### config.mk
export PLATFORM = sky130hd
export DESIGN_NAME = spell_word_hash
export DESIGN_NICKNAME = d
export VERILOG_FILES = /design/src/rtl/shw_pkg.sv /design/src/rtl/shw_front.sv /design/src/rtl/shw_cmd_queue.sv /design/src/rtl/shw_back.sv /design/src/rtl/spell_word_hash.sv
export SDC_FILE = /design/constraint.sdc
export NUM_CORES = 1
export LEC_CHECK = 0
export BUFFER_PORTS_ARGS = -buffer_cell sky130_fd_sc_hd__buf_2
export CAP_MARGIN = 15
export CELL_PAD_IN_SITES_DETAIL_PLACEMENT = 0
export CELL_PAD_IN_SITES_GLOBAL_PLACEMENT = 2
export CORE_ASPECT_RATIO = 1.5
export CORE_MARGIN = 3
export CORE_UTILIZATION = 30
export DETAILED_ROUTE_END_ITERATION = 8
export HOLD_SLACK_MARGIN = 0.12
export PLACE_DENSITY_LB_ADDON = 0.1
export SETUP_SLACK_MARGIN = 0.02
export SLEW_MARGIN = 20
export SYNTH_ARGS = -nofsm -noshare
export SYNTH_HDL_FRONTEND = slang
export SYNTH_SLANG_ARGS = --single-unit
### constraint.sdc
create_clock -name clock -period 14.6 [get_ports clock]
set_input_delay 0.73 -clock clock [delete_from_list [all_inputs] [get_ports clock]]
set_output_delay 0.73 -clock clock [all_outputs]
set_load 0.1 [all_outputs]
### src/rtl/shw_pkg.sv
// ----------------------------------------------------------------------------
// shw_pkg: shared types and constants of the spelling word hash
// Widths, the character code table and the command passed from the front
// end to the arithmetic back end.
// ----------------------------------------------------------------------------
package shw_pkg;

   localparam int HASH_W       = 27;
   localparam int MOD_W        = HASH_W + 1;
   localparam int MAX_WORD_LEN = 30;
   localparam int CNT_W        = $clog2(MAX_WORD_LEN + 1);

   localparam logic [HASH_W-1:0] POWER_INIT = HASH_W'(1) << (HASH_W - 8);
   localparam logic [MOD_W-1:0]  MOD_RESET  = MOD_W'(134217689);
   localparam logic [MOD_W-1:0]  MOD_MAX    = MOD_W'(1) << HASH_W;
   localparam logic [MOD_W-1:0]  MOD_MIN    = MOD_W'(2);

   // dividend width of the remainder unit, two bits retired per cycle
   localparam int DIV_W     = 2 * ((HASH_W + 5) / 2);
   localparam int RED_STEPS = DIV_W / 2;
   localparam int STEP_W    = $clog2(RED_STEPS);

   localparam int CMDQ_DEPTH = 4;
   localparam int CMDQ_AW    = $clog2(CMDQ_DEPTH);

   localparam logic [7:0] NO_CODE    = 8'hFF;
   localparam logic [7:0] FIRST_CHAR = 8'h20;
   localparam int         TABLE_LEN  = 96;
   localparam int         TABLE_AW   = $clog2(TABLE_LEN);

   // codes for space up to DEL, NO_CODE marks a gap
   localparam logic [7:0] CODE_TABLE [TABLE_LEN] = '{
      8'd255, 8'd255, 8'd255, 8'd255, 8'd255, 8'd255, 8'd0,   8'd31,
      8'd255, 8'd255, 8'd255, 8'd255, 8'd68,  8'd255, 8'd65,  8'd255,
      8'd2,   8'd25,  8'd20,  8'd35,  8'd54,  8'd61,  8'd40,  8'd39,
      8'd42,  8'd33,  8'd64,  8'd67,  8'd255, 8'd255, 8'd255, 8'd66,
      8'd255, 8'd60,  8'd43,  8'd30,  8'd5,   8'd16,  8'd47,  8'd18,
      8'd41,  8'd36,  8'd51,  8'd6,   8'd13,  8'd56,  8'd55,  8'd58,
      8'd49,  8'd12,  8'd59,  8'd46,  8'd21,  8'd32,  8'd63,  8'd34,
      8'd57,  8'd52,  8'd3,   8'd255, 8'd255, 8'd255, 8'd255, 8'd255,
      8'd255, 8'd22,  8'd29,  8'd8,   8'd7,   8'd10,  8'd1,   8'd28,
      8'd11,  8'd62,  8'd37,  8'd48,  8'd15,  8'd50,  8'd9,   8'd4,
      8'd19,  8'd38,  8'd45,  8'd24,  8'd23,  8'd26,  8'd17,  8'd44,
      8'd27,  8'd14,  8'd53,  8'd255, 8'd255, 8'd255, 8'd255, 8'd255
   };

   typedef struct packed {
      logic       do_hash;
      logic [2:0] code_low;
      logic [3:0] code_high;
      logic       last;
      logic       bad;
      logic       too_long;
   } cmd_type;

endpackage

### src/rtl/shw_front.sv
// ----------------------------------------------------------------------------
// shw_front: character intake and classification
// Looks up the character code, tracks the length and error flags of the
// current word and hands one command per character to the command queue.
// ----------------------------------------------------------------------------
module shw_front (
   input  logic             clock,
   input  logic             reset,
   input  logic             req_push,
   output logic             req_full,
   input  logic [7:0]       req_char_code,
   input  logic             req_last_char,
   input  logic             q_full,
   output logic             q_wr,
   output shw_pkg::cmd_type q_entry
);
   import shw_pkg::*;

   logic [CNT_W-1:0]    count_ff, count_in;
   logic                bad_ff, bad_in;
   logic                long_ff, long_in;
   logic                in_range;
   logic [TABLE_AW-1:0] tab_idx;
   logic [7:0]          code;
   logic                coded;
   logic                at_limit;
   logic                accept;

   assign req_full = q_full;
   assign accept   = req_push && !q_full;
   assign q_wr     = accept;

   assign in_range = !req_char_code[7] && (req_char_code[6:5] != 2'b00);
   assign tab_idx  = TABLE_AW'(req_char_code[6:0] - FIRST_CHAR[6:0]);
   assign code     = in_range ? CODE_TABLE[tab_idx] : NO_CODE;
   assign coded    = (code != NO_CODE);
   assign at_limit = (count_ff >= CNT_W'(MAX_WORD_LEN));

   always_comb begin
      bad_in   = bad_ff | !coded;
      long_in  = long_ff | (coded && at_limit);
      count_in = count_ff;
      if (coded && !at_limit) begin
         count_in = count_ff + 1'b1;
      end

      q_entry.do_hash   = coded && !at_limit;
      q_entry.code_low  = code[2:0];
      q_entry.code_high = code[6:3];
      q_entry.last      = req_last_char;
      q_entry.bad       = bad_in;
      q_entry.too_long  = long_in;
   end

   always_ff @(posedge clock) begin
      if (reset) begin
         count_ff <= '0;
         bad_ff   <= 1'b0;
         long_ff  <= 1'b0;
      end else if (accept) begin
         // start the next word clean after its last character
         if (req_last_char) begin
            count_ff <= '0;
            bad_ff   <= 1'b0;
            long_ff  <= 1'b0;
         end else begin
            count_ff <= count_in;
            bad_ff   <= bad_in;
            long_ff  <= long_in;
         end
      end
   end

endmodule

### src/rtl/shw_cmd_queue.sv
// ----------------------------------------------------------------------------
// shw_cmd_queue: command queue between front end and back end
// A short first-in first-out buffer of classified characters, so that
// intake and arithmetic stall independently.
// ----------------------------------------------------------------------------
module shw_cmd_queue (
   input  logic             clock,
   input  logic             reset,
   input  logic             wr_en,
   input  shw_pkg::cmd_type wr_data,
   input  logic             rd_en,
   output shw_pkg::cmd_type rd_data,
   output logic             full,
   output logic             empty
);
   import shw_pkg::*;

   cmd_type              slot_ff [CMDQ_DEPTH];
   logic [CMDQ_AW-1:0]   wr_ptr_ff, wr_ptr_in;
   logic [CMDQ_AW-1:0]   rd_ptr_ff, rd_ptr_in;
   logic [CMDQ_AW:0]     count_ff, count_in;

   assign full    = (count_ff == (CMDQ_AW + 1)'(CMDQ_DEPTH));
   assign empty   = (count_ff == '0);
   assign rd_data = slot_ff[rd_ptr_ff];

   always_comb begin
      wr_ptr_in = wr_ptr_ff;
      rd_ptr_in = rd_ptr_ff;
      count_in  = count_ff;
      if (wr_en) begin
         wr_ptr_in = (wr_ptr_ff == CMDQ_AW'(CMDQ_DEPTH - 1)) ? '0 : wr_ptr_ff + 1'b1;
      end
      if (rd_en) begin
         rd_ptr_in = (rd_ptr_ff == CMDQ_AW'(CMDQ_DEPTH - 1)) ? '0 : rd_ptr_ff + 1'b1;
      end
      if (wr_en && !rd_en) begin
         count_in = count_ff + 1'b1;
      end else if (rd_en && !wr_en) begin
         count_in = count_ff - 1'b1;
      end
   end

   always_ff @(posedge clock) begin
      if (reset) begin
         wr_ptr_ff <= '0;
         rd_ptr_ff <= '0;
         count_ff  <= '0;
      end else begin
         wr_ptr_ff <= wr_ptr_in;
         rd_ptr_ff <= rd_ptr_in;
         count_ff  <= count_in;
      end
   end

   always_ff @(posedge clock) begin
      if (wr_en) begin
         slot_ff[wr_ptr_ff] <= wr_data;
      end
   end

   a_count_bound: assert property (@(posedge clock) disable iff (reset)
      count_ff <= (CMDQ_AW + 1)'(CMDQ_DEPTH))
      else $error("command queue holds more than its depth");

   a_no_underflow: assert property (@(posedge clock) disable iff (reset)
      rd_en |-> !empty)
      else $error("command queue read while empty");

   a_no_overflow: assert property (@(posedge clock) disable iff (reset)
      wr_en |-> (!full || rd_en))
      else $error("command queue written while full");

endmodule

### src/rtl/shw_back.sv
// ----------------------------------------------------------------------------
// shw_back: hash arithmetic back end
// Runs the per-character multiply-accumulate and the modular reductions on
// a two-lane remainder unit (hash lane, power lane), two dividend bits per
// cycle, and holds the finished word hash in an output register.
// ----------------------------------------------------------------------------
module shw_back (
   input  logic                       clock,
   input  logic                       reset,
   input  logic [shw_pkg::MOD_W-1:0]  modulus,
   input  logic                       q_empty,
   input  shw_pkg::cmd_type           q_head,
   output logic                       q_pop,
   input  logic                       rsp_pop,
   output logic                       rsp_empty,
   output logic [shw_pkg::HASH_W-1:0] rsp_word_hash,
   output logic                       rsp_bad_character,
   output logic                       rsp_word_too_long
);
   import shw_pkg::*;

   typedef enum logic [7:0] {
      ST_IDLE   = 8'b0000_0001,
      ST_PREP_A = 8'b0000_0010,
      ST_RED_A  = 8'b0000_0100,
      ST_PREP_B = 8'b0000_1000,
      ST_RED_B  = 8'b0001_0000,
      ST_PREP_F = 8'b0010_0000,
      ST_RED_F  = 8'b0100_0000,
      ST_EMIT   = 8'b1000_0000
   } back_state_type;

   back_state_type       state_ff, state_in;
   cmd_type              cmd_ff, cmd_in;
   logic [HASH_W-1:0]    h_ff, h_in;
   logic [HASH_W-1:0]    p_ff, p_in;
   logic [DIV_W-1:0]     div_h_ff, div_h_in;
   logic [DIV_W-1:0]     div_p_ff, div_p_in;
   logic [MOD_W-1:0]     rem_h_ff, rem_h_in;
   logic [MOD_W-1:0]     rem_p_ff, rem_p_in;
   logic [STEP_W-1:0]    step_ff, step_in;
   logic                 out_valid_ff, out_valid_in;
   logic [HASH_W-1:0]    out_hash_ff;
   logic                 out_bad_ff;
   logic                 out_long_ff;

   logic [3:0]           mul_a;
   logic [HASH_W+3:0]    mul_prod;
   logic [MOD_W-1:0]     rem_h_mid, rem_h_nx;
   logic [MOD_W-1:0]     rem_p_mid, rem_p_nx;
   logic                 out_load;
   logic                 reducing;

   // one restoring remainder step: bring in one dividend bit, subtract if it fits
   function automatic logic [MOD_W-1:0] rem_step(input logic [MOD_W-1:0] rem,
                                                 input logic             din,
                                                 input logic [MOD_W-1:0] m);
      logic [MOD_W:0] t;
      t = {rem, din};
      if (t >= {1'b0, m}) begin
         t = t - {1'b0, m};
      end
      return t[MOD_W-1:0];
   endfunction

   assign rem_h_mid = rem_step(rem_h_ff, div_h_ff[DIV_W-1], modulus);
   assign rem_h_nx  = rem_step(rem_h_mid, div_h_ff[DIV_W-2], modulus);
   assign rem_p_mid = rem_step(rem_p_ff, div_p_ff[DIV_W-1], modulus);
   assign rem_p_nx  = rem_step(rem_p_mid, div_p_ff[DIV_W-2], modulus);

   // shared multiplier: low part in the first half, high part in the second
   assign mul_a    = (state_ff == ST_PREP_A) ? {1'b0, cmd_ff.code_low} : cmd_ff.code_high;
   assign mul_prod = (HASH_W + 4)'(mul_a) * (HASH_W + 4)'(p_ff);

   assign q_pop    = (state_ff == ST_IDLE) && !q_empty;
   assign out_load = (state_ff == ST_EMIT) && (!out_valid_ff || rsp_pop);
   assign reducing = (state_ff == ST_RED_A) || (state_ff == ST_RED_B) ||
                     (state_ff == ST_RED_F);

   assign rsp_empty         = !out_valid_ff;
   assign rsp_word_hash     = out_hash_ff;
   assign rsp_bad_character = out_bad_ff;
   assign rsp_word_too_long = out_long_ff;

   always_comb begin
      state_in     = state_ff;
      cmd_in       = cmd_ff;
      h_in         = h_ff;
      p_in         = p_ff;
      div_h_in     = div_h_ff;
      div_p_in     = div_p_ff;
      rem_h_in     = rem_h_ff;
      rem_p_in     = rem_p_ff;
      step_in      = step_ff;
      out_valid_in = out_valid_ff;

      if (rsp_pop && out_valid_ff) begin
         out_valid_in = 1'b0;
      end

      unique case (state_ff)
         ST_IDLE: begin
            if (!q_empty) begin
               cmd_in = q_head;
               if (q_head.do_hash) begin
                  state_in = ST_PREP_A;
               end else if (q_head.last) begin
                  state_in = ST_PREP_F;
               end
            end
         end
         ST_PREP_A, ST_PREP_B: begin
            div_h_in = DIV_W'(mul_prod) + DIV_W'(h_ff);
            div_p_in = DIV_W'({p_ff, 3'b000});
            rem_h_in = '0;
            rem_p_in = '0;
            step_in  = STEP_W'(RED_STEPS - 1);
            state_in = (state_ff == ST_PREP_A) ? ST_RED_A : ST_RED_B;
         end
         ST_PREP_F: begin
            div_h_in = DIV_W'(h_ff);
            div_p_in = '0;
            rem_h_in = '0;
            rem_p_in = '0;
            step_in  = STEP_W'(RED_STEPS - 1);
            state_in = ST_RED_F;
         end
         ST_RED_A, ST_RED_B, ST_RED_F: begin
            div_h_in = {div_h_ff[DIV_W-3:0], 2'b00};
            div_p_in = {div_p_ff[DIV_W-3:0], 2'b00};
            rem_h_in = rem_h_nx;
            rem_p_in = rem_p_nx;
            step_in  = step_ff - 1'b1;
            if (step_ff == '0) begin
               if (state_ff == ST_RED_F) begin
                  state_in = ST_EMIT;
               end else begin
                  h_in = rem_h_nx[HASH_W-1:0];
                  p_in = rem_p_nx[HASH_W-1:0];
                  if (state_ff == ST_RED_A) begin
                     state_in = ST_PREP_B;
                  end else if (cmd_ff.last) begin
                     state_in = ST_PREP_F;
                  end else begin
                     state_in = ST_IDLE;
                  end
               end
            end
         end
         ST_EMIT: begin
            // hold until the output register is free, then start a new word
            if (out_load) begin
               out_valid_in = 1'b1;
               h_in         = '0;
               p_in         = POWER_INIT;
               state_in     = ST_IDLE;
            end
         end
         default: begin
            state_in = ST_IDLE;
         end
      endcase
   end

   always_ff @(posedge clock) begin
      if (reset) begin
         state_ff     <= ST_IDLE;
         h_ff         <= '0;
         p_ff         <= POWER_INIT;
         step_ff      <= '0;
         out_valid_ff <= 1'b0;
      end else begin
         state_ff     <= state_in;
         h_ff         <= h_in;
         p_ff         <= p_in;
         step_ff      <= step_in;
         out_valid_ff <= out_valid_in;
      end
   end

   always_ff @(posedge clock) begin
      cmd_ff   <= cmd_in;
      div_h_ff <= div_h_in;
      div_p_ff <= div_p_in;
      rem_h_ff <= rem_h_in;
      rem_p_ff <= rem_p_in;
      if (out_load) begin
         out_hash_ff <= rem_h_ff[HASH_W-1:0];
         out_bad_ff  <= cmd_ff.bad;
         out_long_ff <= cmd_ff.too_long;
      end
   end

   a_word_restart: assert property (@(posedge clock) disable iff (reset)
      out_load |=> (h_ff == '0) && (p_ff == POWER_INIT) && !rsp_empty)
      else $error("word state not restarted after a result was loaded");

   a_step_countdown: assert property (@(posedge clock) disable iff (reset)
      (reducing && (step_ff != '0)) |=>
         (state_ff == $past(state_ff)) && (step_ff == $past(step_ff) - 1'b1))
      else $error("remainder unit left its pass early");

   a_result_drain: assert property (@(posedge clock) disable iff (reset)
      (rsp_pop && !rsp_empty && (state_ff != ST_EMIT)) |=> rsp_empty)
      else $error("result still shown after its transaction");

endmodule

### src/rtl/spell_word_hash.sv
// ----------------------------------------------------------------------------
// spell_word_hash: word hash for a spelling-list lookup
// One character per transaction in, one hash per word out.
//
//   channel  | ports                                   | direction
//   ---------+-----------------------------------------+----------
//   request  | req_push/req_full, char_code, last_char | in
//   response | rsp_pop/rsp_empty, word_hash, flags     | out
//   csr      | csr_valid/csr_ready, csr_data (modulus) | in
//
// A coded character passes through the back end as a queue pop, two
// multiply-accumulate setups and two passes of the two-lane
// remainder unit, which sets the rate. Characters without a code or past
// the length limit take only the queue pop. The end of a word adds the
// final reduction and the load of the result register.
// A four-entry command queue keeps intake running while the back end works;
// the back end holds a finished word until the result register is free.
// Reset is synchronous; it loads the modulus 134217689, no clearing pass.
// ----------------------------------------------------------------------------
module spell_word_hash (
   input  logic                       clock,
   input  logic                       reset,
   input  logic                       req_push,
   output logic                       req_full,
   input  logic [7:0]                 req_char_code,
   input  logic                       req_last_char,
   output logic                       rsp_empty,
   input  logic                       rsp_pop,
   output logic [shw_pkg::HASH_W-1:0] rsp_word_hash,
   output logic                       rsp_bad_character,
   output logic                       rsp_word_too_long,
   input  logic                       csr_valid,
   output logic                       csr_ready,
   input  logic [shw_pkg::MOD_W-1:0]  csr_data
);
   import shw_pkg::*;

   logic [MOD_W-1:0] mod_ff, mod_in;
   logic [MOD_W-1:0] mod_eff;
   logic             q_full, q_empty, q_wr, q_pop;
   cmd_type          q_entry, q_head;

   assign csr_ready = 1'b1;
   assign mod_in    = (csr_valid && csr_ready) ? csr_data : mod_ff;

   // clamp the modulus into its legal range
   always_comb begin
      if (mod_ff < MOD_MIN) begin
         mod_eff = MOD_MIN;
      end else if (mod_ff > MOD_MAX) begin
         mod_eff = MOD_MAX;
      end else begin
         mod_eff = mod_ff;
      end
   end

   always_ff @(posedge clock) begin
      if (reset) begin
         mod_ff <= MOD_RESET;
      end else begin
         mod_ff <= mod_in;
      end
   end

   shw_front u_front (
      .clock         (clock),
      .reset         (reset),
      .req_push      (req_push),
      .req_full      (req_full),
      .req_char_code (req_char_code),
      .req_last_char (req_last_char),
      .q_full        (q_full),
      .q_wr          (q_wr),
      .q_entry       (q_entry)
   );

   shw_cmd_queue u_cmd_queue (
      .clock   (clock),
      .reset   (reset),
      .wr_en   (q_wr),
      .wr_data (q_entry),
      .rd_en   (q_pop),
      .rd_data (q_head),
      .full    (q_full),
      .empty   (q_empty)
   );

   shw_back u_back (
      .clock             (clock),
      .reset             (reset),
      .modulus           (mod_eff),
      .q_empty           (q_empty),
      .q_head            (q_head),
      .q_pop             (q_pop),
      .rsp_pop           (rsp_pop),
      .rsp_empty         (rsp_empty),
      .rsp_word_hash     (rsp_word_hash),
      .rsp_bad_character (rsp_bad_character),
      .rsp_word_too_long (rsp_word_too_long)
   );

endmodule

# --- Yosys cells after proc, flatten, opt, wreduce, memory -nomap -nowiden ---
# Memories as Yosys holds them, arrays and structs flattened. A register that Yosys moved wholly into a read port is not among the register bits.
# Cells that the tools add are included.
word_totals:
  reg_bits: 268
  ramBits: 44
  romBits: 1024
  wordCells: 149
  n_memories: 2
mem_list:
  columns: ["memory", "words", "word_bits", "rd", "rd_clocked_by_memory_dff", "wr", "line", "source"]
  rows:
  - ["(no name shown)", 128, 8, 1, 0, 0, "shw_front.sv:35", "assign code = in_range ? CODE_TABLE[tab_idx] : NO_CODE;"]
  - ["u_cmd_queue.slot_ff", 4, 11, 1, 1, 1, "shw_cmd_queue.sv:18", "cmd_type slot_ff [CMDQ_DEPTH];"]
op_classes:
  add_sub_neg: 12
  multipliers: 1
  order_cmp: 8
  eq_ne: 17
  n_mux: 48
  bitwise_logic: 4
  reduce_logical: 33
ops:
  columns: ["cell", "n"]
  rows:
  - ["$pmux 32 s3", 2]
  - ["$mux 28", 6]
  - ["$mux 27", 6]
  - ["$ge 29x28->1", 4]
  - ["$pmux 28 s2", 2]
  - ["$sub 28x28->28", 4]
  - ["$pmux 27 s2", 2]
  - ["$mux 8", 10]
  - ["$pmux 8 s5", 1]
  - ["$add 31x27->32", 1]
  - ["$mul 4x27->31", 1]
  - ["$gt 28x28->1 const B", 1]
  - ["$lt 28x2->1 const B", 1]
  - ["$mux 5", 3]
  - ["$reduce_bool 2->1", 5]
  - ["$logic_and 1x1->1", 9]
  - ["$eq 8x1->1 const B", 1]
  - ["$eq 8x2->1 const B", 1]
  - ["$eq 8x3->1 const B", 1]
  - ["$eq 8x4->1 const B", 1]
  - ["$eq 8x5->1 const B", 1]
  - ["$eq 8x6->1 const B", 1]
  - ["$eq 8x7->1 const B", 1]
  - ["$eq 8x8->1 const B", 1]
  - ["other kinds (32)", 57]

# --- Logic depth before layout (Yosys ltp) ---
# Gate-level depths: netlist of run 1.
depth:
  depth_word: 10
  depth_mapped: 33
  ltp_nobuf: 28

# --- By module ---
# From an unflattened synthesis of run 1, not the netlist that was laid out.
unflattened:
  hier_cells: 2568
  hier_area_um2: 24086.9
modules_own_cells:
  columns: ["mod", "n_inst", "cells_per_inst", "area_each_um2"]
  rows:
  - ["shw_back", 1, 2106, 19097.1]
  - ["shw_cmd_queue", 1, 101, 2029.4]
  - ["shw_front", 1, 225, 1677.9]
  - ["spell_word_hash", 1, 136, 1282.5]

# --- Least setup slack after synthesis of run 1 ---
# OpenSTA, ideal clock, no wires.
synth_path:
  path_type: "flip-flop to flip-flop"
  startpoint: "reg mod_ff[22]"
  endpoint: "reg u_back.rem_p_ff[27] (data pin)"
  setup_time_ps: 270
  t_arrival_ps: 6972
  required_time_ps: 14330
  path_slack_ps: 7358
  path_stages_with_launch: 32
  n_path_buf: 6
  synth_period_minus_slack_ps: 7242
  path_cell_list: "dfxtp_1 -> nor4_1 -> nand3_1 -> o41ai_1 -> clkbuf_1 -> nand2_1 -> ha_1 -> a211o_1 -> a21oi_1 -> a21boi_0 -> a22o_1 -> a31oi_2 -> and2_1 -> clkbuf_1 -> clkbuf_1 -> nand2_1 -> o21ai_0 -> ha_1 -> clkbuf_1 -> and4_1 -> clkbuf_1 -> a21oi_1 -> nand2_1 -> a21oi_1 -> inv_1 -> a221oi_1 -> o211ai_1 -> a211oi_2 -> nand2_4 -> buf_6 -> a211oi_1 -> a311oi_1"
synth_between:
  elab_chain_len: 8
  elab_cells_between_ends: 11
synth_rtl:
  columns: ["element", "line", "source"]
  rows:
  - ["start: declaration", "spell_word_hash.sv:38", "logic [MOD_W-1:0] mod_ff, mod_in;"]
  - ["start signal: assignment", "spell_word_hash.sv:61", "mod_ff <= mod_in;"]
  - ["$gt 28x28->1", "spell_word_hash.sv:50", "end else if (mod_ff > MOD_MAX) begin"]
  - ["$mux 28", "spell_word_hash.sv:50", null]
  - ["$mux 28 *", "spell_word_hash.sv:48", "if (mod_ff < MOD_MIN) begin"]
  - ["$sub 28x28->28 or $ge 29x28->1 (tied branches)", "shw_back.sv:61, shw_back.sv:60", null]
  - ["$mux 28", "shw_back.sv:60", "if (t >= {1'b0, m}) begin"]
  - ["$sub 28x28->28 or $ge 29x28->1 (tied branches)", "shw_back.sv:61, shw_back.sv:60", null]
  - ["$mux 28 *", "shw_back.sv:60", null]
  - ["$pmux 28 s2 *", "shw_back.sv:101", "unique case (state_ff)"]
  - ["end signal: assignment", "shw_back.sv:186", "rem_p_ff <= rem_p_in;"]
  - ["end: declaration", "shw_back.sv:40", "logic [MOD_W-1:0] rem_p_ff, rem_p_in;"]
# Every way passes the cells marked *; elsewhere a longest branch is shown, timed or not.
# A chain may end at the register's enable or synchronous reset.

# --- Worst setup path in the final report of run 1 ---
layout_path:
  startpoint: "reg mod_ff[10]"
  endpoint: "reg u_back.rem_p_ff[14] (data pin)"
# The elaborated chain is that of the path after synthesis.

==> results of run 1 <==
## cell type report
class / count / share of cell area (%)
diodes: 1 / 0.009272
clock buffers: 53 / 4.001
clock inverters: 14 / 0.5888
inverters: 146 / 2.031
multi-input cells: 2121 / 55.85
flip-flops and latches: 311 / 30.49
well taps: 1032 / 4.784
repair buffers: 105 / 2.253
## cells by family after synthesis
| logic type | synth area share (%) |
|---|---|
| flops | 33.88 |
| xor+xnor | 4.508 |
| compound gates | 19.58 |
| mux | 4.261 |
| fa+ha+maj | 15.46 |
| other cells | 0.01544 |
| simple gates | 17.95 |
| buf+inv | 4.348 |
## how the worst max path moves through the flow
stage          startpoint  slack [ns]  cells past startpoint                  end
6_report       mod_ff[10]        4.91                     25  u_back.rem_p_ff[14]
2_1_floorplan  mod_ff[22]        7.36                     31  u_back.rem_p_ff[27]
3_5_place_dp   mod_ff[10]        5.01                     25  u_back.rem_p_ff[14]
3_3_place_gp   mod_ff[10]        5.00                     25  u_back.rem_p_ff[14]
5_1_grt        mod_ff[10]        4.24                     25  u_back.rem_p_ff[14]
4_1_cts        mod_ff[10]        4.96                     25  u_back.rem_p_ff[14]
## registers in the layout, summed over array words and instances, names as in the netlist, 28 cells and up, named ones only
name,cells
mod_ff,28
u_back.div_h_ff,32
u_back.div_p_ff,29
u_back.rem_h_ff,28
u_back.rem_p_ff,28
u_cmd_queue.slot_ff,44
## synth_stat cells (13+ instances only)
cell type	n
a211o_1	28
a211oi_1	26
a21o_1	76
a21oi_1	189
a22oi_1	26
a31oi_1	14
and2_1	28
and3_1	23
clkbuf_1	100
dfxtp_1	111
edfxtp_1	200
fa_1	77
ha_1	176
inv_1	146
mux2i_1	64
nand2_1	346
nand2b_1	21
nand3_1	70
nand4_1	30
nor2_1	216
nor2b_1	69
nor3_1	43
nor4_1	17
o211ai_1	16
o21a_1	18
o21ai_0	166
o21ai_1	13
o21bai_1	35
o31ai_1	14
or3_1	14
xnor2_1	75
xor2_1	50
## stage by stage
stage / hold WS, ns / cell area (sq um) / setup slack, ns
final: 0.3556 / 26990 / 4.906
after floorplan: 0.4003 / 24290 / 7.358
after global routing: 0.3325 / 26990 / 4.236
after CTS: 0.3181 / 26990 / 4.957
after detailed placement: 0.4474 / 25750 / 5.008
after global placement: 0.4465 / 25750 / 4.997
## routing by layer
metal  global-route usage (%)  vias to the layer above  part of all wire [%]  wire, um
met3                    1.718                      118                   2.4      2149
li1                         -                     9791                     -         -
met1                    24.01                    10039                    40     36020
met4                    8.025                        0                   4.1      3715
met5                        0                        -                     0         0
met2                    40.41                      345                    53     48110
## power breakdown
group / switching [mW] / internal [mW]
registers: 0.0794 / 1.06
clock network: 0.422 / 0.543
logic: 1.35 / 0.734
## worst max-delay path, delay by kind of cell (launching register included)
kind | cells | cell delay (ns)
and+or+nand+nor | 10 | 3.82
AOI/OAI and AO/OA | 10 | 3.46
adders and majority gates | 2 | 0.99
muxes | 1 | 0.44
buffers and inverters | 2 | 0.41
DFF | 1 | 0.32
==> impl_metrics.csv, run 1 <==
group,metric,value,unit
outcome,status,"finished clean",
setup_path,path_common_cell,"a21oi_1",
clock_network,cts_resized,0,
setup_path,reg2regPathDepth,25,
pwr,ir_drop,0.07761,mV
synth,ys.flop_type,"edfxtp_1",
sta,final-setup-viol-count,0,
clock_network,cts_tree,"built",
global_route,grt_pass1_wl,135500,um
sta,drv_slew,0,
synth,synth_edf_count,200,
final_layout,final_cells,3783,
setup_path,crit_path_max_incr_delay,0.88,ns
route,wl_per_cell,23.79,um
hold_path,hold_start,"csr_data[26]",
clock_network,cts_setup_buffers,0,
setup_path,cp-end-kind,"register",
synth,syn_avg_cell_area,8.988,sq um
clock_network,htreeDepth,2,
synth,yosysSeqAreaShare,33.88,%
final_layout,multi_input_area,0.01507,sq mm
synth,synthArstFlopShare,0,%
floorplanning,initial_core_util,30.32,%
sta,timing.slew.headroom,31.97,%
sta,hold_viol,0,
placed_design,gp_congestion,0.8748,
synth,synth_top_cell_by_area,"edfxtp_1",
setup_path,crit_slowest_cell,"and2_1",
synth,yosys_warnings,0,
sta,fin_tns_setup,0,ns
final_layout,fillers,8318,
sta,clock_skew,0.02314,ns
global_route,grt_pass1_vias,21076,
route,first_iter_violations,1205,
setup_path,r2r_setup_slack,4.91,ns
clock_network,cts_root_buf,"clkbuf_16",
setup_path,worst_setup_path_start_kind,"register",
setup_path,r2r_end,"u_back.rem_p_ff[14]",
floorplanning,coreArea,0.08009,sq mm
setup_path,cp_data_arrival_time,10.03,ns
clock_network,cts_hold_buf,0,
route,viasPerCell,5.364,
route,dr_total_vias,20293,
final_layout,regArea,0.008228,sq mm
route,drtAntennaViolNets,0,
floorplanning,die-height,354.5,um
final_layout,drive_above_1_share,8.109,%
floorplanning,die_area,0.08447,sq mm
setup_path,r2r-start,"mod_ff[10]",
placed_design,portBuffers,72,
floorplanning,io-pin-count,74,
floorplanning,rows,127,
pwr,power,4.192,mW
clock_network,cts_max_path_buffers,3,
hold_path,hold_path_depth,2,
pwr,p_leak,11.23,nW
global_route,antenna_found_initial,0,
setup_path,critical_path_class,"reg2reg",
final_layout,nets,3017,
floorplanning,die_w,238.3,um
route,finalWirelength,90000,um
global_route,grt_max_degree,62,
clock_network,insertion_delay,0.59,ns
final_layout,mostFrequentLayoutCells,"nand2_1, nor2_1, edfxtp_1",
placed_design,hpwlAfterDp,70830,um
synth,syn-num-nets,2997,
final_layout,layout_commonest_cell,"nand2_1",
synth,yosysTopAreaCellShare,24.73,%
synth,syn_inst,2702,
route,drt_pass1_iterations,7,
pwr,power.density,155.3,mW/mm^2
sta,rsz0062_at_grt,"no",
placed_design,place_inst,3715,
route,drc_errors,0,
hold_path,holdPathEnd,"mod_ff[26]",
sta,post-route-min-period,9.694,ns
synth,netlist_top_cells_area,"edfxtp_1, dfxtp_1, ha_1",
global_route,overflow,0,
sta,fmax,103.2,MHz
global_route,grt_usage,21.08,%
clock_network,clkSlewWorstSetupHoldPaths,0.06,ns
synth,ys_ff_latch,311,
clock_network,clock_sinks,311,
final_layout,fin_util,33.70,%
final_layout,syn_to_final_growth,11.13,%
setup_path,crit_required,14.94,ns
sta,tightest_slew,1.014,ns
clock_network,numCtsBuffers,37,
synth,synthesis.area,0.02429,sq mm
setup_path,worstPathMaxFanout,36,
hold_path,min_path_type,"in2reg",
synth,ys_types,94,
sta,fin_crit_sh,66.39,%
job,maxCapViolCount,0,
(Power assumes the default switching activity.)
==> run 2, diff against run 1 <==
Settings changed: ABC_AREA set to 1.
Clock period 14.6 ns to 7.8 ns, I/O delays scaled along.
==> run 2 against run 1 <==
Compared with the run above:
- sequential cell count is the same
- utilization grew 0.94 points
- non-clock buffer count grew 59
- first-iteration DRC count grew 16%
- synthesized cell count grew 20%
- hold slack lost 0.15 ns
- die area grew 0.38%
- critical path depth grew 8
- register-to-register slack lost 4.2 ns
- count of clock-buffer cells in the layout is the same
- design area grew 3.0%
- critical path type unchanged
- critical endpoint is now u_back.rem_h_ff[11]
==> impl_metrics.csv, run 2 <==
group,metric,value,unit
route,dr_total_vias,22501,
route,wl_per_cell,21.51,um
final_layout,antenna_cells,0,
sta,tightest_slew,1.002,ns
sta,timing.slew.headroom,33.15,%
placed_design,placed_cell_area,0.02612,sq mm
setup_path,worstPathMaxFanout,25,
setup_path,cp_data_arrival_time,7.36,ns
synth,synth_top_cell_by_area,"edfxtp_1",
synth,ys.flop_type,"edfxtp_1",
sta,hold_viol,0,
synth,syn_avg_cell_area,7.534,sq um
pwr,power.density,345.6,mW/mm^2
global_route,overflow,0,
hold_path,min_path_type,"in2reg",
clock_network,cts_setup_buffers,0,
route,drtAntennaViolNets,0,
clock_network,htreeDepth,2,
placed_design,hpwlAfterDp,75630,um
clock_network,clkSlewWorstSetupHoldPaths,0.06,ns
pwr,ir_drop,0.1492,mV
synth,synth_simple_gate_area_share,23.04,%
synth,synthXorXnorAreaFrac,3.485,%
synth,yosysTopAreaCellShare,24.63,%
setup_path,cp-end-kind,"register",
final_layout,top_regs,"u_cmd_queue.slot_ff (44), u_back.div_h_ff (32), u_back.div_p_ff (29)",
sta,fin_crit_sh,90.49,%
synth,synthTopCellsByCount,"nand2_1, inv_1, a21oi_1",
clock_network,cts_resized,0,
sta,rsz0062_at_grt,"no",
sta,fin_tns_setup,0,ns
global_route,grt_usage,22.26,%
pwr,p_leak,12.35,nW
floorplanning,io-pin-count,74,
final_layout,layout_commonest_cell,"nand2_1",
route,drc_errors,0,
synth,synthesis.area,0.02438,sq mm
synth,synthArstFlopShare,0,%
synth,yosysSeqAreaShare,33.75,%
synth,ys_types,63,
job,maxCapViolCount,0,
final_layout,top_register,"u_cmd_queue.slot_ff",
setup_path,path_common_cell,"nand2_1",
route,drt_pass1_iterations,5,
final_layout,fin_area,0.02780,sq mm
clock_network,cts_max_path_buffers,3,
synth,yosysMostFrequentCell,"nand2_1",
clock_network,cts_hold_buf,29,
floorplanning,coreArea,0.08025,sq mm
route,first_iter_violations,1392,
final_layout,mostFrequentLayoutCells,"nand2_1, inv_1, a21oi_1",
global_route,grt_pass1_wl,142700,um
floorplanning,initial_core_util,30.38,%
setup_path,crit_slowest_cell,"ha_1",
synth,synth_fa_ha_area_share,15.36,%
sta,post-route-min-period,7.058,ns
setup_path,crit_path_max_incr_delay,0.52,ns
final_layout,drive_above_1_share,8.311,%
final_layout,largest_reg_flops,44,
sta,final-setup-viol-count,0,
floorplanning,die_w,238.8,um
setup_path,critical_path_class,"reg2reg",
synth,synthMuxAreaShare,0,%
clock_network,numCtsBuffers,39,
sta,fmax,141.7,MHz
route,finalWirelength,94930,um
clock_network,clock_sinks,311,
global_route,antenna_found_initial,0,
sta,whs,0.2043,ns
floorplanning,rows,127,
setup_path,crit_required,8.10,ns
sta,clock_skew,0.02191,ns
clock_network,insertion_delay,0.60,ns
synth,syn-num-nets,3531,
floorplanning,die-height,355.1,um
global_route,grt_pass1_vias,22923,
final_layout,syn_to_final_growth,14.02,%
synth,synth_edf_count,200,
placed_design,gp_congestion,0.9211,
global_route,grt_max_degree,78,
synth,synth-compound-area-share,16.48,%
placed_design,portBuffers,72,
outcome,status,"finished clean",
synth,yosys_warnings,0,
clock_network,cts_tree,"built",
synth,syn_inst,3236,
final_layout,nets,3645,
synth,netlist_top_cells_area,"edfxtp_1, nand2_1, dfxtp_1",
setup_path,worst_setup_path_start_kind,"register",
sta,drv_slew,0,
floorplanning,die_area,0.08479,sq mm
clock_network,cts_root_buf,"clkbuf_16",
route,viasPerCell,5.099,
synth,synth_top_family_by_area,"simple AND/OR/NAND/NOR gates",
synth,ys_ff_latch,311,
## run 2: cell count changes after synthesis, sizes merged, moves of 67 or more
cell | previous run | this run
nand2 | 347 | 847
a21oi | 189 | 326
inv | 146 | 395
a21o | 76 | 9
o21ai | 180 | 247
nor2b | 69 | 0
## run 2: worst max-delay path: cells and delay by family, from the launching register on
family | cells | cell delay, ns
DFF | 1 | 0.32
adders and majority gates | 2 | 0.87
buffers and inverters | 7 | 1.71
and+or+nand+nor | 18 | 2.55
AOI/OAI and AO/OA | 6 | 1.28
## run 2: path summary, 6_finish.rpt
path                          from                        to  depth (start not counted)  slack (ns)
hold reg to reg   u_back.cmd_ff[0]  u_back.rsp_word_too_long                          0        0.43
hold / removal        csr_data[27]                mod_ff[27]                          3        0.20
setup / recovery        mod_ff[16]       u_back.rem_h_ff[11]                         33        0.74
setup reg to reg        mod_ff[16]       u_back.rem_h_ff[11]                         33        0.74
## run 2: metrics by stage
stage               cells  setup slack (ns)  power (mW)  util (%)
finish               4413            0.7418       9.607     34.64
global route         4413            0.1302       10.37     34.64
CTS                  4412            0.7719       9.680     34.61
detailed placement   4311            0.7643       7.648     32.55
global placement     4311            0.6965       7.699     32.55
floorplan            3236             2.285       5.931         -
## run 2: kinds of logic (layout without fill, tap and decap cells)
kind of cell | Yosys count | count (layout)
AND/OR/NAND/NOR | 1356 | 1356
AO/OA/AOI/OAI | 725 | 725
buffers and inverters | 493 | 638
flip-flops | 311 | 311
adder cells (fa/ha/maj) | 253 | 253
XOR/XNOR | 97 | 97
other | 1 | 1
## run 2: metal layers
metal,up-vias,global-route usage [%],share of wire [%]
li1,11060,-,-
met1,10911,27.37,42
met2,421,40.92,51
met3,109,1.891,3.3
met4,0,6.960,3.4
met5,-,0,0
## run 2: cell type report
cell class | count | area [sq um]
Fill cell | 8519 | 52450
Multi-Input combinational cell | 2432 | 14260
Sequential cell | 311 | 8228
Inverter | 402 | 1514
Tap cell | 1032 | 1291
Timing Repair Buffer | 164 | 1139
Clock buffer | 53 | 1100
Clock inverter | 19 | 260.3
## run 2: where the power goes
| part | total (mW) | switching, mW | internal, mW |
|---|---|---|---|
| registers | 2.31 | 0.205 | 2.11 |
| logic | 5.35 | 3.72 | 1.63 |
| clock network | 1.95 | 0.809 | 1.14 |
| total | 9.61 | 4.73 | 4.88 |
==> run 3, diff against run 2 <==
Settings changed: ABC_AREA 1 to 0.
==> run 3 against run 2 <==
Compared with the run above:
- sequential cell count unchanged
- setup slack got worse by 0.37 ns
- combinational power decreased by 18%
- register-to-register slack got worse by 0.37 ns
- design area increased by 1.1%
- largest cell class unchanged
==> impl_metrics.csv, run 3 (same netlist as run 1, synthesis figures left out) <==
group,metric,value,unit
outcome,status,"finished clean",
final_layout,top_register,"u_cmd_queue.slot_ff",
route,drtAntennaViolNets,0,
sta,clock_skew,0.02898,ns
final_layout,mostFrequentLayoutCells,"nand2_1, nor2_1, edfxtp_1",
route,dr_total_vias,20786,
final_layout,drive_above_1_share,11.65,%
final_layout,fillers,8279,
job,maxCapViolCount,0,
setup_path,worst-path-buf-inv,2,
setup_path,worstPathMaxFanout,16,
sta,fin_crit_sh,95.27,%
clock_network,clkSlewWorstSetupHoldPaths,0.06,ns
route,viasPerCell,5.353,
final_layout,fin_util,35.11,%
clock_network,htreeDepth,2,
final_layout,antenna_cells,0,
final_layout,syn_to_final_growth,15.77,%
global_route,met1_usage,23.30,%
final_layout,layout_commonest_cell,"nand2_1",
sta,post-route-min-period,7.431,ns
route,first_iter_violations,1057,
global_route,met2_usage,42.43,%
global_route,grt_max_degree,62,
clock_network,clock_sinks,311,
placed_design,hpwlAfterDp,72720,um
floorplanning,die_w,238.3,um
placed_design,placed_cell_area,0.02625,sq mm
route,wl_per_cell,23.71,um
clock_network,cts_max_path_buffers,3,
final_layout,largest_reg_flops,44,
setup_path,critical_path_class,"reg2reg",
final_layout,fin_area,0.02812,sq mm
global_route,antenna_found_initial,0,
setup_path,crit_family,"simple AND/OR/NAND/NOR gates",
clock_network,insertion_delay,0.61,ns
pwr,p_leak,11.73,nW
global_route,overflow,0,
final_layout,nets,3117,
setup_path,crit_path_max_incr_delay,0.43,ns
final_layout,top_regs,"u_cmd_queue.slot_ff (44), u_back.div_h_ff (32), u_back.div_p_ff (29)",
pwr,ir_drop,0.1453,mV
route,finalWirelength,92050,um
global_route,grt_pass1_vias,21620,
floorplanning,rows,127,
sta,timing.slew.headroom,26.57,%
setup_path,path_common_cell,"a21o_1",
route,drt_pass1_iterations,5,
setup_path,r2r_setup_slack,0.37,ns
sta,fmax,134.6,MHz
placed_design,gp_congestion,0.9019,
hold_path,min_path_type,"in2reg",
floorplanning,coreArea,0.08009,sq mm
floorplanning,die-height,354.5,um
setup_path,cp-end-kind,"register",
route,drc_errors,0,
clock_network,cts_root_buf,"clkbuf_16",
setup_path,crit_required,8.16,ns
sta,final-setup-viol-count,0,
pwr,power.density,298.8,mW/mm^2
pwr,power,8.400,mW
placed_design,portBuffers,72,
global_route,busiest_layer,"met2",
floorplanning,io-pin-count,74,
global_route,met3_usage,1.819,%
sta,fin_tns_setup,0,ns
global_route,grt_usage,21.57,%
sta,drv_slew,0,
floorplanning,initial_core_util,30.32,%
clock_network,cts_tree,"built",
sta,tightest_slew,1.099,ns
setup_path,cp_data_arrival_time,7.79,ns
clock_network,numCtsBuffers,37,
sta,rsz0062_at_grt,"no",
global_route,grt_pass1_wl,137700,um
floorplanning,die_area,0.08447,sq mm
setup_path,crit_slowest_cell,"ha_1",
sta,hold_viol,0,
setup_path,worst_setup_path_start_kind,"register",
==> run 3: final cells by class <==
| type | count | area, sq um | area share (%) |
|---|---|---|---|
| repair buffers | 204 | 1455 | 5.176 |
| inverters | 146 | 548.0 | 1.949 |
| multi-input cells | 2122 | 15290 | 54.37 |
| clock inverters | 25 | 337.8 | 1.202 |
| well taps | 1032 | 1291 | 4.593 |
| flip-flops and latches | 311 | 8228 | 29.26 |
| clock buffers | 43 | 968.4 | 3.444 |
==> run 3: layer usage <==
layer	share of wire [%]	wire length (um)	vias up
li1	-	-	9987
met1	38	34840	10224
met2	55	50470	432
met3	2.7	2496	143
met4	4.6	4243	0
met5	0	0	-
==> run 3: repair_timing <==
action                                 CTS  global route
setup endpoints to repair              101           103
resized for setup                       12            40
hold buffers                            30             0
pin swaps                                1             5
endpoints found under the hold margin   33             0
cloned                                   1             0
setup buffers                            0             4
==> run 3: worst reg2reg max path, stage by stage (launching register included) <==
cell       delay, ns
dfxtp_1         0.33
nor4_2          0.31
nand4_1         0.22
o41ai_2         0.37
buf_4           0.28
nand2_2         0.20
ha_1            0.44
and2_1          0.24
nor2b_1         0.36
a2111oi_2       0.15
nor4b_2         0.41
nor4_4          0.08
nand2_1         0.09
buf_4           0.26
nor2_1          0.06
a21oi_1         0.21
ha_1            0.34
a21o_1          0.21
a21o_1          0.27
a21o_1          0.22
or3_1           0.43
a311oi_2        0.36
o21ai_0         0.20
and3_1          0.23
nor2_1          0.17
o311ai_0        0.22
mux2_2          0.37
and2_1          0.16
==> run 3: path summary, 6_finish.rpt <==
| check | endpoint | start | cells after the start |
|---|---|---|---|
| worst max register to register | u_back.rem_p_ff[14] | mod_ff[10] | 27 |
| worst min register to register | u_front.bad_ff | u_front.bad_ff | 2 |
| worst min-delay path | u_cmd_queue.slot_ff[2][4] | req_char_code[7] | 3 |
| worst max-delay path | u_back.rem_p_ff[14] | mod_ff[10] | 27 |
==> run 3: report_power, final <==
group	switching, mW	leakage [nW]	total, mW	internal [mW]
Sequential	0.150	2.71	2.14	1.99
Combinational	2.74	8.39	4.37	1.63
Clock	0.812	0.626	1.89	1.08
==> run 3: metrics by stage <==
step           setup WS, ns  hold slack (ns)  std cells
2_1_floorplan        0.5578           0.4003       2702
3_3_place_gp        -0.3460           0.4469       3780
3_5_place_dp        -0.4763           0.4420       3780
4_1_cts             0.03149           0.2445       3879
5_1_grt             0.01683           0.3072       3883
6_report             0.3688           0.3074       3883
